## src/rtl/cwuts_pkg.sv

```systemverilog
// Shared types, constants and the known-tag lookup for the chunk walker tag scanner.
// No dependencies; imported by every module under rtl.
package cwuts_pkg;

    localparam int unsigned NUM_TABLE  = 31;
    localparam int unsigned KNOWN_TAGS = 31;
    localparam int unsigned CHECKED    = (KNOWN_TAGS < NUM_TABLE) ? KNOWN_TAGS : NUM_TABLE;

    localparam int unsigned OUTQ_DEPTH = 2;
    localparam int unsigned OUTQ_PTR_W = (OUTQ_DEPTH > 1) ? $clog2(OUTQ_DEPTH) : 1;
    localparam int unsigned OUTQ_CNT_W = $clog2(OUTQ_DEPTH + 1);

    localparam logic [2:0] HDR_LAST_TAG = 3'd3;
    localparam logic [2:0] HDR_LAST_LEN = 3'd7;

    typedef struct packed {
        logic [31:0] tag;
        logic [31:0] offset;
    } t_cand;

    typedef logic [31:0] t_tag_table [NUM_TABLE];

    // first letter sits in bits 31:24
    localparam t_tag_table TAG_TABLE = '{
        "MVER",
        "MOHD", "MOTX", "MOMT", "MOGN", "MOGI", "MOSB",
        "MOPV", "MOPT", "MOPR", "MOVV", "MOVB", "MOLT",
        "MODS", "MODN", "MODD", "MFOG", "MCVP",
        "MOGP", "MOPY", "MOVI", "MOVT", "MONR", "MOTV",
        "MOBA", "MOLR", "MODR", "MOBN", "MOBR", "MOCV",
        "MLIQ"
    };

    function automatic logic tag_is_known(input logic [31:0] tag);
        logic hit;
        hit = 1'b0;
        for (int i = 0; i < int'(CHECKED); i++) begin
            if (TAG_TABLE[i] == tag) begin
                hit = 1'b1;
            end
        end
        return hit;
    endfunction

endpackage

```

## src/rtl/chunk_walker_unknown_tag_scan.sv

```systemverilog
// Top level of the chunk walker tag scanner: walker, tag compare and result queue.
// Depends on cwuts_pkg, cwuts_walker, cwuts_match and cwuts_out_q.
//
// Usage:
//   Input channel (i_in_valid / o_in_ready) carries one file byte per item plus a
//   first-byte flag that restarts the offset and the header walk at offset 0.
//   Output channel (o_out_valid / i_out_ready) carries one item per chunk whose
//   4-byte little-endian tag is not in the known-tag table: the tag and the
//   offset of its header. Length bytes set the payload skip; offsets and
//   lengths wrap at 32 bits.
// Throughput: one byte per cycle while o_in_ready is high. A tag completed by an
//   accepted byte sits in the candidate register, is compared the next cycle and
//   is written into the queue, from which the receiver can then take it.
// Stall: results wait in a two-entry queue. o_in_ready drops only while the
//   queue plus the compare register hold two items, so a stalled receiver
//   back-pressures the input after at most two pending results.
// Reset: synchronous, active low; clears the walk state and empties the queue,
//   so the first byte after reset is header byte 0 at offset 0.
module chunk_walker_unknown_tag_scan
    import cwuts_pkg::*;
(
    input  logic        i_clk,
    input  logic        i_rst_n,
    input  logic        i_in_valid,
    output logic        o_in_ready,
    input  logic [7:0]  i_data_byte,
    input  logic        i_first_byte,
    output logic        o_out_valid,
    input  logic        i_out_ready,
    output logic [31:0] o_unknown_tag,
    output logic [31:0] o_chunk_offset
);

    logic                  accept;
    logic                  cand_valid;
    t_cand                 cand;
    logic                  push;
    t_cand                 push_data;
    t_cand                 q_data;
    logic [OUTQ_CNT_W-1:0] q_count;
    logic [OUTQ_CNT_W:0]   pending;

    assign pending    = {1'b0, q_count} + (OUTQ_CNT_W + 1)'(cand_valid);
    assign o_in_ready = pending < (OUTQ_CNT_W + 1)'(OUTQ_DEPTH);
    assign accept     = i_in_valid && o_in_ready;

    cwuts_walker u_walker (
        .i_clk        (i_clk),
        .i_rst_n      (i_rst_n),
        .i_accept     (accept),
        .i_data_byte  (i_data_byte),
        .i_first_byte (i_first_byte),
        .o_cand_valid (cand_valid),
        .o_cand       (cand)
    );

    cwuts_match u_match (
        .i_cand_valid (cand_valid),
        .i_cand       (cand),
        .o_push       (push),
        .o_push_data  (push_data)
    );

    cwuts_out_q u_out_q (
        .i_clk       (i_clk),
        .i_rst_n     (i_rst_n),
        .i_push      (push),
        .i_push_data (push_data),
        .o_valid     (o_out_valid),
        .i_ready     (i_out_ready),
        .o_data      (q_data),
        .o_count     (q_count)
    );

    assign o_unknown_tag  = q_data.tag;
    assign o_chunk_offset = q_data.offset;

    // queued plus in-flight results never exceed the queue depth
    a_credit: assert property (@(posedge i_clk) disable iff (!i_rst_n)
        pending <= (OUTQ_CNT_W + 1)'(OUTQ_DEPTH))
        else $error("pending results exceed queue depth");

endmodule

```

## src/rtl/cwuts_walker.sv

```systemverilog
// Header walker: tracks offset, header bytes and payload skip for each accepted byte.
// Registers a candidate tag with its header offset when a tag completes. Uses cwuts_pkg.
module cwuts_walker
    import cwuts_pkg::*;
(
    input  logic        i_clk,
    input  logic        i_rst_n,
    input  logic        i_accept,
    input  logic [7:0]  i_data_byte,
    input  logic        i_first_byte,
    output logic        o_cand_valid,
    output t_cand       o_cand
);

    logic [2:0]  r_hdr_cnt, n_hdr_cnt;
    logic [31:0] r_tag, n_tag;
    logic [31:0] r_len, n_len;
    logic [31:0] r_skip, n_skip;
    logic [31:0] r_offset, n_offset;
    logic [31:0] r_hdr_start, n_hdr_start;
    logic        r_cand_valid, n_cand_valid;
    t_cand       r_cand, n_cand;

    logic [2:0]  e_hdr_cnt;
    logic [31:0] e_tag, e_len, e_skip, e_offset;

    always_comb begin
        // a new file restarts the walk at offset 0
        e_hdr_cnt = i_first_byte ? 3'd0  : r_hdr_cnt;
        e_tag     = i_first_byte ? '0    : r_tag;
        e_len     = i_first_byte ? '0    : r_len;
        e_skip    = i_first_byte ? '0    : r_skip;
        e_offset  = i_first_byte ? '0    : r_offset;

        n_hdr_cnt    = r_hdr_cnt;
        n_tag        = r_tag;
        n_len        = r_len;
        n_skip       = r_skip;
        n_offset     = r_offset;
        n_hdr_start  = r_hdr_start;
        n_cand_valid = 1'b0;
        n_cand       = r_cand;

        if (i_accept) begin
            n_hdr_cnt = e_hdr_cnt;
            n_tag     = e_tag;
            n_len     = e_len;
            n_skip    = e_skip;
            n_offset  = e_offset + 32'd1;
            if (e_skip != '0) begin
                n_skip = e_skip - 32'd1;
            end else begin
                if (e_hdr_cnt == 3'd0) begin
                    n_hdr_start = e_offset;
                end
                if (!e_hdr_cnt[2]) begin
                    n_tag     = {i_data_byte, e_tag[31:8]};
                    n_hdr_cnt = e_hdr_cnt + 3'd1;
                    if (e_hdr_cnt == HDR_LAST_TAG) begin
                        n_cand_valid  = 1'b1;
                        n_cand.tag    = n_tag;
                        n_cand.offset = n_hdr_start;
                    end
                end else begin
                    n_len = {i_data_byte, e_len[31:8]};
                    if (e_hdr_cnt == HDR_LAST_LEN) begin
                        n_skip    = n_len;
                        n_hdr_cnt = 3'd0;
                    end else begin
                        n_hdr_cnt = e_hdr_cnt + 3'd1;
                    end
                end
            end
        end
    end

    always_ff @(posedge i_clk) begin
        if (!i_rst_n) begin
            r_hdr_cnt    <= '0;
            r_tag        <= '0;
            r_len        <= '0;
            r_skip       <= '0;
            r_offset     <= '0;
            r_hdr_start  <= '0;
            r_cand_valid <= 1'b0;
        end else begin
            r_hdr_cnt    <= n_hdr_cnt;
            r_tag        <= n_tag;
            r_len        <= n_len;
            r_skip       <= n_skip;
            r_offset     <= n_offset;
            r_hdr_start  <= n_hdr_start;
            r_cand_valid <= n_cand_valid;
        end
    end

    always_ff @(posedge i_clk) begin
        r_cand <= n_cand;
    end

    assign o_cand_valid = r_cand_valid;
    assign o_cand       = r_cand;

    // a completed tag leaves the walker on the first length byte
    a_cand_hdr_cnt: assert property (@(posedge i_clk) disable iff (!i_rst_n)
        r_cand_valid |-> (r_hdr_cnt == 3'd4))
        else $error("candidate without header count 4");

    // payload skip only runs between headers
    a_skip_idle_hdr: assert property (@(posedge i_clk) disable iff (!i_rst_n)
        (r_skip != '0) |-> (r_hdr_cnt == 3'd0))
        else $error("skip active inside a header");

endmodule

```

## src/rtl/cwuts_match.sv

```systemverilog
// Known-tag compare on the registered candidate; passes unknown tags on to the output queue.
// Uses the tag table from cwuts_pkg.
module cwuts_match
    import cwuts_pkg::*;
(
    input  logic  i_cand_valid,
    input  t_cand i_cand,
    output logic  o_push,
    output t_cand o_push_data
);

    assign o_push      = i_cand_valid && !tag_is_known(i_cand.tag);
    assign o_push_data = i_cand;

endmodule

```

## src/rtl/cwuts_out_q.sv

```systemverilog
// Two-entry result queue that decouples the scanner from the receiver.
// Uses t_cand and queue sizing from cwuts_pkg.
module cwuts_out_q
    import cwuts_pkg::*;
(
    input  logic                  i_clk,
    input  logic                  i_rst_n,
    input  logic                  i_push,
    input  t_cand                 i_push_data,
    output logic                  o_valid,
    input  logic                  i_ready,
    output t_cand                 o_data,
    output logic [OUTQ_CNT_W-1:0] o_count
);

    t_cand                 r_mem [OUTQ_DEPTH];
    logic [OUTQ_PTR_W-1:0] r_wr_ptr, n_wr_ptr;
    logic [OUTQ_PTR_W-1:0] r_rd_ptr, n_rd_ptr;
    logic [OUTQ_CNT_W-1:0] r_count, n_count;
    logic                  pop;

    assign pop = (r_count != '0) && i_ready;

    function automatic logic [OUTQ_PTR_W-1:0] ptr_inc(input logic [OUTQ_PTR_W-1:0] p);
        return (p == OUTQ_PTR_W'(OUTQ_DEPTH - 1)) ? '0 : p + OUTQ_PTR_W'(1);
    endfunction

    always_comb begin
        n_wr_ptr = i_push ? ptr_inc(r_wr_ptr) : r_wr_ptr;
        n_rd_ptr = pop    ? ptr_inc(r_rd_ptr) : r_rd_ptr;
        n_count  = r_count + OUTQ_CNT_W'(i_push) - OUTQ_CNT_W'(pop);
    end

    always_ff @(posedge i_clk) begin
        if (!i_rst_n) begin
            r_wr_ptr <= '0;
            r_rd_ptr <= '0;
            r_count  <= '0;
        end else begin
            r_wr_ptr <= n_wr_ptr;
            r_rd_ptr <= n_rd_ptr;
            r_count  <= n_count;
        end
    end

    always_ff @(posedge i_clk) begin
        if (i_push) begin
            r_mem[r_wr_ptr] <= i_push_data;
        end
    end

    assign o_valid = (r_count != '0);
    assign o_data  = r_mem[r_rd_ptr];
    assign o_count = r_count;

    a_no_overflow: assert property (@(posedge i_clk) disable iff (!i_rst_n)
        (i_push && !pop) |-> (r_count != OUTQ_CNT_W'(OUTQ_DEPTH)))
        else $error("result queue overflow");

endmodule
```

## config.mk

```make
export PLATFORM = sky130hd
export DESIGN_NAME = chunk_walker_unknown_tag_scan
export DESIGN_NICKNAME = d
export VERILOG_FILES = /design/src/rtl/cwuts_pkg.sv /design/src/rtl/chunk_walker_unknown_tag_scan.sv /design/src/rtl/cwuts_walker.sv /design/src/rtl/cwuts_match.sv /design/src/rtl/cwuts_out_q.sv
export SDC_FILE = /design/constraint.sdc
export NUM_CORES = 1
export LEC_CHECK = 0
export ABC_AREA = 1
export BUFFER_PORTS_ARGS = -buffer_cell sky130_fd_sc_hd__buf_2
export CORE_AREA = 10 10 181 226
export CTS_CLUSTER_DIAMETER = 40
export DETAILED_ROUTE_END_ITERATION = 12
export DIE_AREA = 0 0 191 236
export GPL_ROUTABILITY_DRIVEN = 0
export MAX_ROUTING_LAYER = met4
export PLACE_DENSITY = 0.7
export RECOVER_POWER = 50
export SYNTH_ARGS = -nofsm -noshare
export SYNTH_HDL_FRONTEND = slang
export SYNTH_SLANG_ARGS = --single-unit
```

## constraint.sdc

```tcl
create_clock -name i_clk -period 8.9 [get_ports i_clk]
set_clock_uncertainty 0.2 [all_clocks]
set_input_delay 1.335 -clock i_clk [delete_from_list [all_inputs] [get_ports i_clk]]
set_output_delay 1.335 -clock i_clk [all_outputs]
set_load 0.005 [all_outputs]
```

==> impl_metrics.tcl, run 1 <==
set metrics [dict create \
    grt_pass1_wl_um 61400 \
    hold_buffers 0 \
    yosysTopAreaCell "edfxtp_1" \
    antenna_found_initial 1 \
    synth_warnings 0 \
    p_per_area_nw_per_um2 212 \
    synth_area_sq_um 16200 \
    clk_pin_slew_ns 0.06 \
    layoutNonFillerInstCount 2432 \
    firstDrtPassIters 6 \
    rsz0062_at_grt "no" \
    finalCritPeriodShare_pct 73.1 \
    async_reset_ff_share_pct 0 \
    synth.distinct_cells 46 \
    final_area_sq_um 18100 \
    post-place-ws_ns 2.90 \
    post-route-util_pct 49.5 \
    synth_edf_count 192 \
    die_h_um 236 \
    hold_class "flip-flop to flip-flop" \
    yosys-top-cells-area "edfxtp_1 (35%), dfxtp_1 (19%), nand2_1 (10%)" \
    io_buffers 78 \
    wirelength_um 37300 \
    clockBufferDepth 3 \
    setup_viol 0 \
    synthFlopType "edfxtp_1" \
    place_area_sq_um 16900 \
    fmax_mhz 154 \
    power.total_mw 3.85 \
    die_area_sq_um 45100 \
    vias 12800 \
    drive_gt1_share_pct 12.0 \
    worstMarginPinSlew_ns 4.12 \
    cts_setup_buffers 0 \
    core_area_sq_um 36700 \
    max_cap_violations 4 \
    syn_inst 1874 \
    track_usage_pct 16.6 \
    avgSynthCellArea_sq_um 8.67 \
    vdd_ir_drop_max_mv 0.130 \
    setup.worst_path.end_class "flip-flop" \
    critPathLaunchType "primary input" \
    synth-seq-area-share_pct 54.4 \
    hold_ws_ns 0.235 \
    synth_top_cell_area_share_pct 35.5 \
    fin_setup_tns_ns 0 \
    initial_core_util_pct 44.3 \
    cts_tree "built" \
    first_global_vias 12300 \
    outcome "complete, but fails checks" \
    numCtsBuffers 38 \
    grt_max_degree 95 \
    place_hpwl_um 24400 \
    fin_ws_ns 2.40 \
    violations "capacitance limit, slew limit" \
    viasPerCell 5.27 \
    critPathRequiredTime_ns 9.17 \
    hold_viol_final 0 \
    avgRoutedWirePerCell_um 15.3 \
    drc 0 \
    crit_arrival_ns 6.78 \
    cts_sinks 345 \
    cp_max_fo 94 \
    antenna_left 0 \
    htree_levels 2 \
    p_leak_nw 7.33 \
    cts_root_buf "clkbuf_16" \
    synth_most_common_cell "nand2_1" \
    clk_latency_ns 0.53 \
    io_pins 79 \
    synth_nets 1896 \
    rows 79 \
    path_class "primary input to flip-flop" \
    die_x_um 191 \
    synth_seq_cells 345 \
    drtIter0Drc 1180 \
    synth_common_cells "nand2_1 (437), inv_1 (201), nor2_1 (199)" \
    cts-resized-gates 0 \
    slew_headroom_pct -174 \
    fin_nets 1937 \
    syn2layout_area_growth_pct 11.7 \
    drv_slew 290 \
    fin_crit_ns 6.50 \
    grt-ovfl-total 0 \
    dp.cells 2361 \
]
-- area by class of cell --
cell class	count	area (sq um)
timing repair buffer	90	450
multi-input combinational	1231	6200
fill	3332	18500
clock inverter	21	231
inverter	209	786
tap	486	608
sequential	345	8830
antenna	1	2.50
clock buffer	49	1040
-- placed cells by master (no fill, tap or decap), drive strengths merged, types with 64 or more instances in the layout --
master,Yosys,final
inv,205,206
nor2,205,205
edfxtp,192,192
dfxtp,153,153
mux2,64,64
a21oi,101,101
o21ai,139,139
nand2,451,451
buf,38,74
nand3,113,113
clkbuf,51,65
-- worst max-delay path: stages --
cell and delay (ns):
buf_2 0.07, clkbuf_1 2.86, inv_2 1.73, a21oi_1 0.54, nand2_1 0.12, inv_1 0.06
-- cell families after synthesis --
logic type	Yosys count	share of synthesized area, %
adder cells (fa/ha/maj)	9	0.693
AND/OR/NAND/NOR	844	22.1
flip-flops	345	54.4
multiplexers	64	4.44
buffers and inverters	298	7.58
AO/OA/AOI/OAI	293	9.68
XOR/XNOR	21	1.13
-- layer usage --
metal	GRT usage, %	part of all wire [%]	up-vias
li1	-	-	6305
met1	20.6	43	6005
met2	26.9	48	417
met3	2.79	6.4	83
met4	5.50	2.6	0
met5	-	0	-
-- worst paths after layout --
| kind | start | to | slack [ns] | cells after the start |
|---|---|---|---|---|
| min reg2reg | u_walker.o_cand[23] | u_out_q.r_mem[1][23] | 0.23 | 0 |
| min | u_walker.o_cand[23] | u_out_q.r_mem[1][23] | 0.23 | 0 |
| max reg2reg | u_walker.o_cand[39] | u_out_q.r_mem[0][30] | 4.03 | 15 |
| max | i_rst_n | u_walker.r_tag[31] | 2.40 | 6 |
-- sequential cells by signal, indices dropped and copies added, names as in the netlist, named ones only --
| register | cells |
|---|---|
| u_out_q.r_wr_ptr | 1 |
| u_out_q.r_mem | 128 |
| u_walker.o_cand | 64 |
| u_out_q.r_rd_ptr | 1 |
| u_walker.r_len | 24 |
| u_walker.r_hdr_cnt | 3 |
| u_walker.r_hdr_start | 32 |
| u_walker.o_cand_valid | 1 |
| u_walker.r_skip | 32 |
| u_walker.r_offset | 32 |
| u_out_q.o_count | 2 |
| u_walker.r_tag | 24 |
-- power by group --
group	switching (mW)	internal [mW]	total, mW
registers	0.0345	1.73	1.77
clock network	0.638	0.928	1.57
logic	0.338	0.176	0.514
total	1.01	2.84	3.85
(Power assumes the default switching activity.)
==> run 2, diff against run 1 <==
==> constraint.sdc (replaced) <==
create_clock -name i_clk -period 6.42 [get_ports i_clk]
set_clock_uncertainty 0.2 [all_clocks]
set_input_delay 0.963 -clock i_clk [delete_from_list [all_inputs] [get_ports i_clk]]
set_output_delay 0.963 -clock i_clk [all_outputs]
set_load 0.005 [all_outputs]
==> run 2 against run 1 <==
The run still ends with capacitance limit, slew limit left. Register-to-register slack lost 1.4 ns. Final area shrank 0.65%. Worst setup slack gained 0.084 ns. Core utilization shrank 0.32 points. Combinational power grew 38%. Die area is the same. Sequential cell count is the same. Via count shrank 0.41%. Sequential share of layout area grew 0.32 points. Worst hold slack gained 0.011 ns. Critical path type unchanged. Largest power group unchanged. Highest routed layer unchanged.
==> impl_metrics.tcl, run 2 (synthesis results as in run 1) <==
set metrics [dict create \
    post-place-ws_ns 2.03 \
    r2r_slack_ns 2.59 \
    cts-resized-gates 0 \
    place_hpwl_um 24300 \
    fin_nets 1940 \
    hold_buffers 0 \
    clk_pin_slew_ns 0.06 \
    fin_setup_tns_ns 0 \
    clk_latency_ns 0.52 \
    regMostFlops "u_out_q.r_mem" \
    vias 12800 \
    layout_commonest_cell "nand2_1" \
    grt_pass1_wl_um 60700 \
    setup.worst_path.end_class "flip-flop" \
    critPathLaunchType "primary input" \
    wirelength_um 37000 \
    crit_arrival_ns 4.19 \
    hold_class "flip-flop to flip-flop" \
    r2r_cells 13 \
    antenna_found_initial 0 \
    first_global_vias 12100 \
    drv_slew 125 \
    fillers 3392 \
    critPathRequiredTime_ns 6.67 \
    hold_viol_final 0 \
    clockBufferDepth 3 \
    slew_headroom_pct -36.1 \
    cp_max_fo 57 \
    die_x_um 191 \
    drtIter0Drc 1061 \
    viasPerCell 5.25 \
    violations "capacitance limit, slew limit" \
    antennaDiodeCount 0 \
    rsz0062_at_grt "no" \
    antenna_left 0 \
    cp-endpoint "u_walker.r_skip[7]" \
    grt-ovfl-total 0 \
    setup_viol 0 \
    r2r_start "u_walker.o_cand[39]" \
    grt_max_degree 95 \
    track_usage_pct 16.6 \
    io_buffers 78 \
    finalCritPeriodShare_pct 61.4 \
    max_cap_violations 2 \
    rows 79 \
    outcome "complete, but fails checks" \
    cts_root_buf "clkbuf_16" \
    io_pins 79 \
    drive_gt1_share_pct 11.8 \
    vdd_ir_drop_max_mv 0.146 \
    avgRoutedWirePerCell_um 15.3 \
    path_class "primary input to flip-flop" \
    worstMarginPinSlew_ns 2.04 \
    fin_ws_ns 2.48 \
    fin_crit_ns 3.94 \
    r2r-end "u_out_q.r_mem[0][30]" \
    initial_core_util_pct 44.3 \
    die_area_sq_um 45100 \
    drc 0 \
    htree_levels 2 \
    core_area_sq_um 36700 \
    mostFrequentLayoutCells "nand2_1 (437), inv_1 (201), nor2_1 (198)" \
    syn2layout_area_growth_pct 11.0 \
    cts_setup_buffers 0 \
    largest_reg_flops 128 \
    cts_sinks 345 \
    die_h_um 236 \
    fmax_mhz 254 \
    numCtsBuffers 36 \
    firstDrtPassIters 6 \
    cts_tree "built" \
    p_leak_nw 7.31 \
    startpoint "i_first_byte" \
    p_per_area_nw_per_um2 283 \
]
-- run 2: cell types whose count changed in the layout (fill, tap and decap cells not counted), sizes merged --
cell / previous run / this run
inv: 206 / 208
bufinv: 3 / 1
clkbuf: 65 / 55
diode: 1 / 0
clkinv: 15 / 19
buf: 74 / 81
clkinvlp: 6 / 3
-- run 2: through the flow --
stage	power (mW)	instance area [sq um]	std cells	hold WS (ns)	utilization (%)
6_report	5.10	18000	2429	0.245	49.2
5_1_grt	5.31	18000	2429	0.256	49.2
4_1_cts	5.14	18100	2429	0.246	49.2
3_5_place_dp	3.20	17000	2366	0.231	46.2
3_3_place_gp	3.18	17000	2366	0.223	46.2
2_1_floorplan	3.03	16200	1874	0.212	-
-- run 2: layout make-up --
class / instances / area [sq um] / share of cell area, %
sequential: 345 / 8830 / 49.0
multi-input combinational: 1231 / 6200 / 34.4
clock buffer: 41 / 941 / 5.22
inverter: 209 / 786 / 4.36
tap: 486 / 608 / 3.37
timing repair buffer: 95 / 509 / 2.82
clock inverter: 22 / 154 / 0.854
-- run 2: how the worst min path moves through the flow --
stage	from	endpoint	slack (ns)	depth (start not counted)
3_3_place_gp	u_walker.r_offset[8]	u_walker.r_offset[8]	0.22	1
5_1_grt	u_walker.o_cand[25]	u_out_q.r_mem[0][25]	0.26	0
3_5_place_dp	u_walker.o_cand[10]	u_out_q.r_mem[0][10]	0.23	0
2_1_floorplan	u_walker.r_offset[8]	u_walker.r_offset[8]	0.21	1
4_1_cts	u_walker.o_cand[10]	u_out_q.r_mem[1][10]	0.25	0
6_report	u_walker.o_cand[10]	u_out_q.r_mem[0][10]	0.25	0
-- run 2: power breakdown --
group / switching (mW) / internal, mW / total (mW)
Combinational: 0.470 / 0.241 / 0.711
Sequential: 0.0478 / 2.40 / 2.45
Clock: 0.839 / 1.10 / 1.94
-- run 2: layer usage --
metal | vias to the layer above | global-route usage (%) | wire [um] | share of wire (%)
li1 | 6319 | - | - | -
met1 | 5952 | 21.0 | 16200 | 44
met2 | 414 | 26.8 | 17900 | 48
met3 | 72 | 2.57 | 2270 | 6.1
met4 | 0 | 4.80 | 748 | 2.0
met5 | - | - | 0 | 0
-- run 2: worst max-delay path, cell delays in order --
cell and delay (ns):
clkbuf_1 0.11, inv_2 0.07, buf_4 0.55, nand2_1 0.29, ha_1 0.28, inv_1 0.05, nor2_1 0.05, nand4_2 0.11
nand2b_1 0.56, buf_4 0.31, nand2_4 0.11, inv_1 0.41, nand2_1 0.09, nand3_1 0.09, nand2_1 0.05, inv_1 0.07
==> run 3, diff against run 2 <==
--- a/config.mk
+++ b/config.mk
@@ -13,7 +13,7 @@
 export DIE_AREA = 0 0 191 236
 export GPL_ROUTABILITY_DRIVEN = 0
 export MAX_ROUTING_LAYER = met4
-export PLACE_DENSITY = 0.7
+export PLACE_DENSITY = 0.72
 export RECOVER_POWER = 50
 export SYNTH_ARGS = -nofsm -noshare
 export SYNTH_HDL_FRONTEND = slang
==> constraint.sdc (replaced) <==
create_clock -name i_clk -period 3.2 [get_ports i_clk]
set_clock_uncertainty 0.2 [all_clocks]
set_input_delay 0.48 -clock i_clk [delete_from_list [all_inputs] [get_ports i_clk]]
set_output_delay 0.48 -clock i_clk [all_outputs]
set_load 0.005 [all_outputs]
==> run 3 against run 2 <==
The run now ends clean. Global-route usage is essentially flat. Sequential share of layout area shrank 1.3 points. Worst setup slack lost 2.2 ns. Critical path depth shrank 3. Die area is the same. Cell count grew 0.70%. Critical endpoint is now u_walker.r_skip[3].
==> impl_metrics.tcl, run 3 (synthesis results as in run 1) <==
set metrics [dict create \
    grt_max_degree 84 \
    critPathLaunchType "primary input" \
    drv_slew 0 \
    die_h_um 236 \
    cts_sinks 345 \
    clk_pin_slew_ns 0.06 \
    htree_levels 2 \
    place_hpwl_um 25500 \
    mostFrequentLayoutCells "nand2_1 (428), inv_1 (199), nor2_1 (194)" \
    syn2layout_area_growth_pct 13.9 \
    dp.cells 2376 \
    rsz0062_at_grt "no" \
    die_x_um 191 \
    post-route-util_pct 50.5 \
    fmax_mhz 348 \
    hold_class "primary input to flip-flop" \
    track_usage_pct 16.6 \
    grt-ovfl-total 0 \
    critPathBufInv 3 \
    largest_reg_flops 128 \
    initial_core_util_pct 44.3 \
    wirelength_um 37700 \
    die_area_sq_um 45100 \
    worstMarginPinSlew_ns 0.895 \
    setup.worst_path.end_class "flip-flop" \
    rows 79 \
    slew_headroom_pct 40.3 \
    cts_tree "built" \
    cts_root_buf "clkbuf_16" \
    numCtsBuffers 39 \
    power.total_mw 11.0 \
    cts_setup_buffers 0 \
    vias 12800 \
    first_global_vias 12200 \
    clk_latency_ns 0.54 \
    setup_viol 0 \
    drive_gt1_share_pct 10.6 \
    place_area_sq_um 17300 \
    hold_ws_ns 0.117 \
    outcome "complete, no violations" \
    vdd_ir_drop_max_mv 0.280 \
    fin_nets 1954 \
    fillers 3333 \
    cp_top_family "simple AND/OR/NAND/NOR gates" \
    fin_setup_tns_ns 0 \
    finalCritPeriodShare_pct 89.7 \
    grt_pass1_wl_um 60700 \
    avgRoutedWirePerCell_um 15.4 \
    p_leak_nw 7.42 \
    crit_chain "clkbuf_1 -> inv_12 -> nand2_1 -> nand2_1 -> nor2_1 -> nand2_1 -> nor2_1 -> nand2b_1 -> nor2_8 -> inv_2 -> nor2_1 -> nor2_1 -> nor2_1" \
    hold_viol_final 0 \
    antennaDiodeCount 0 \
    drtIter0Drc 1151 \
    layout_commonest_cell "nand2_1" \
    crit_arrival_ns 3.12 \
    critPathRequiredTime_ns 3.45 \
    path_class "primary input to flip-flop" \
    regMostFlops "u_out_q.r_mem" \
    cpPeakStageDelay_ns 0.44 \
    antenna_found_initial 0 \
    io_buffers 78 \
    fin_crit_ns 2.87 \
    antenna_left 0 \
    clockBufferDepth 3 \
    core_area_sq_um 36700 \
    cp_max_fo 58 \
    layoutNonFillerInstCount 2446 \
    post-place-ws_ns 0.0285 \
    crit_slowest_cell "clkbuf_1" \
    firstDrtPassIters 6 \
    io_pins 79 \
    final_area_sq_um 18500 \
    max_cap_violations 0 \
    fin_ws_ns 0.330 \
    drc 0 \
    critPathMostFrequentCell "nor2_1" \
    p_per_area_nw_per_um2 596 \
    viasPerCell 5.25 \
]
## run 3: cell types whose count changed in the layout (fill, tap and decap cells not counted), moves of 4 or more
cell,change
nand2_1,-9
clkbuf_1,+55
buf_2,-52
nor2_1,-4
bufinv_16,+6
clkinv_1,-5
buf_12,+5
nand2_4,+8
## run 3: report_power, final
part / switching [mW] / total [mW] / internal (mW)
Sequential: 0.116 / 4.93 / 4.81
Combinational: 0.965 / 1.48 / 0.511
Clock: 1.75 / 4.61 / 2.87
## run 3: repair_timing
item,4_1_cts,5_1_grt
endpoints found under the hold margin,1,0
hold buffers,1,0
endpoints found under the setup margin,0,1
resized for setup,0,1
## run 3: worst paths after layout
path | end | cells after the start | from | slack (ns)
setup / recovery | u_walker.r_skip[3] | 13 | i_first_byte | 0.33
hold reg to reg | u_out_q.r_mem[0][30] | 0 | u_walker.o_cand[30] | 0.25
setup reg to reg | u_out_q.o_count[1] | 16 | u_walker.o_cand[45] | 0.38
hold / removal | flip-flop | 4 | i_out_ready | 0.12
## run 3: cell type report
| type | count | area (sq um) | share of cell area, % |
|---|---|---|---|
| clock buffer | 46 | 1020 | 5.53 |
| clock inverter | 23 | 319 | 1.72 |
| timing repair buffer | 106 | 586 | 3.16 |
| inverter | 209 | 798 | 4.31 |
| sequential | 345 | 8830 | 47.7 |
| tap | 486 | 608 | 3.29 |
| multi-input combinational | 1231 | 6340 | 34.3 |
## run 3: worst reg2reg max path, delay by kind of cell, from the launching register on
family | cells | cell delay [ns]
and+or+nand+nor | 10 | 1.31
DFF | 1 | 0.46
AOI/OAI and AO/OA | 2 | 0.26
adders and majority gates | 1 | 0.19
buffers and inverters | 2 | 0.18
xor gates and xnor gates | 1 | 0.16
## run 3: per-layer routing
metal | vias to the layer above | routed length (um) | track usage [%]
li1 | 6351 | - | -
met1 | 6025 | 16200 | 20.1
met2 | 390 | 18300 | 27.3
met3 | 83 | 1970 | 2.36
met4 | 0 | 1160 | 6.60
met5 | - | 0 | -
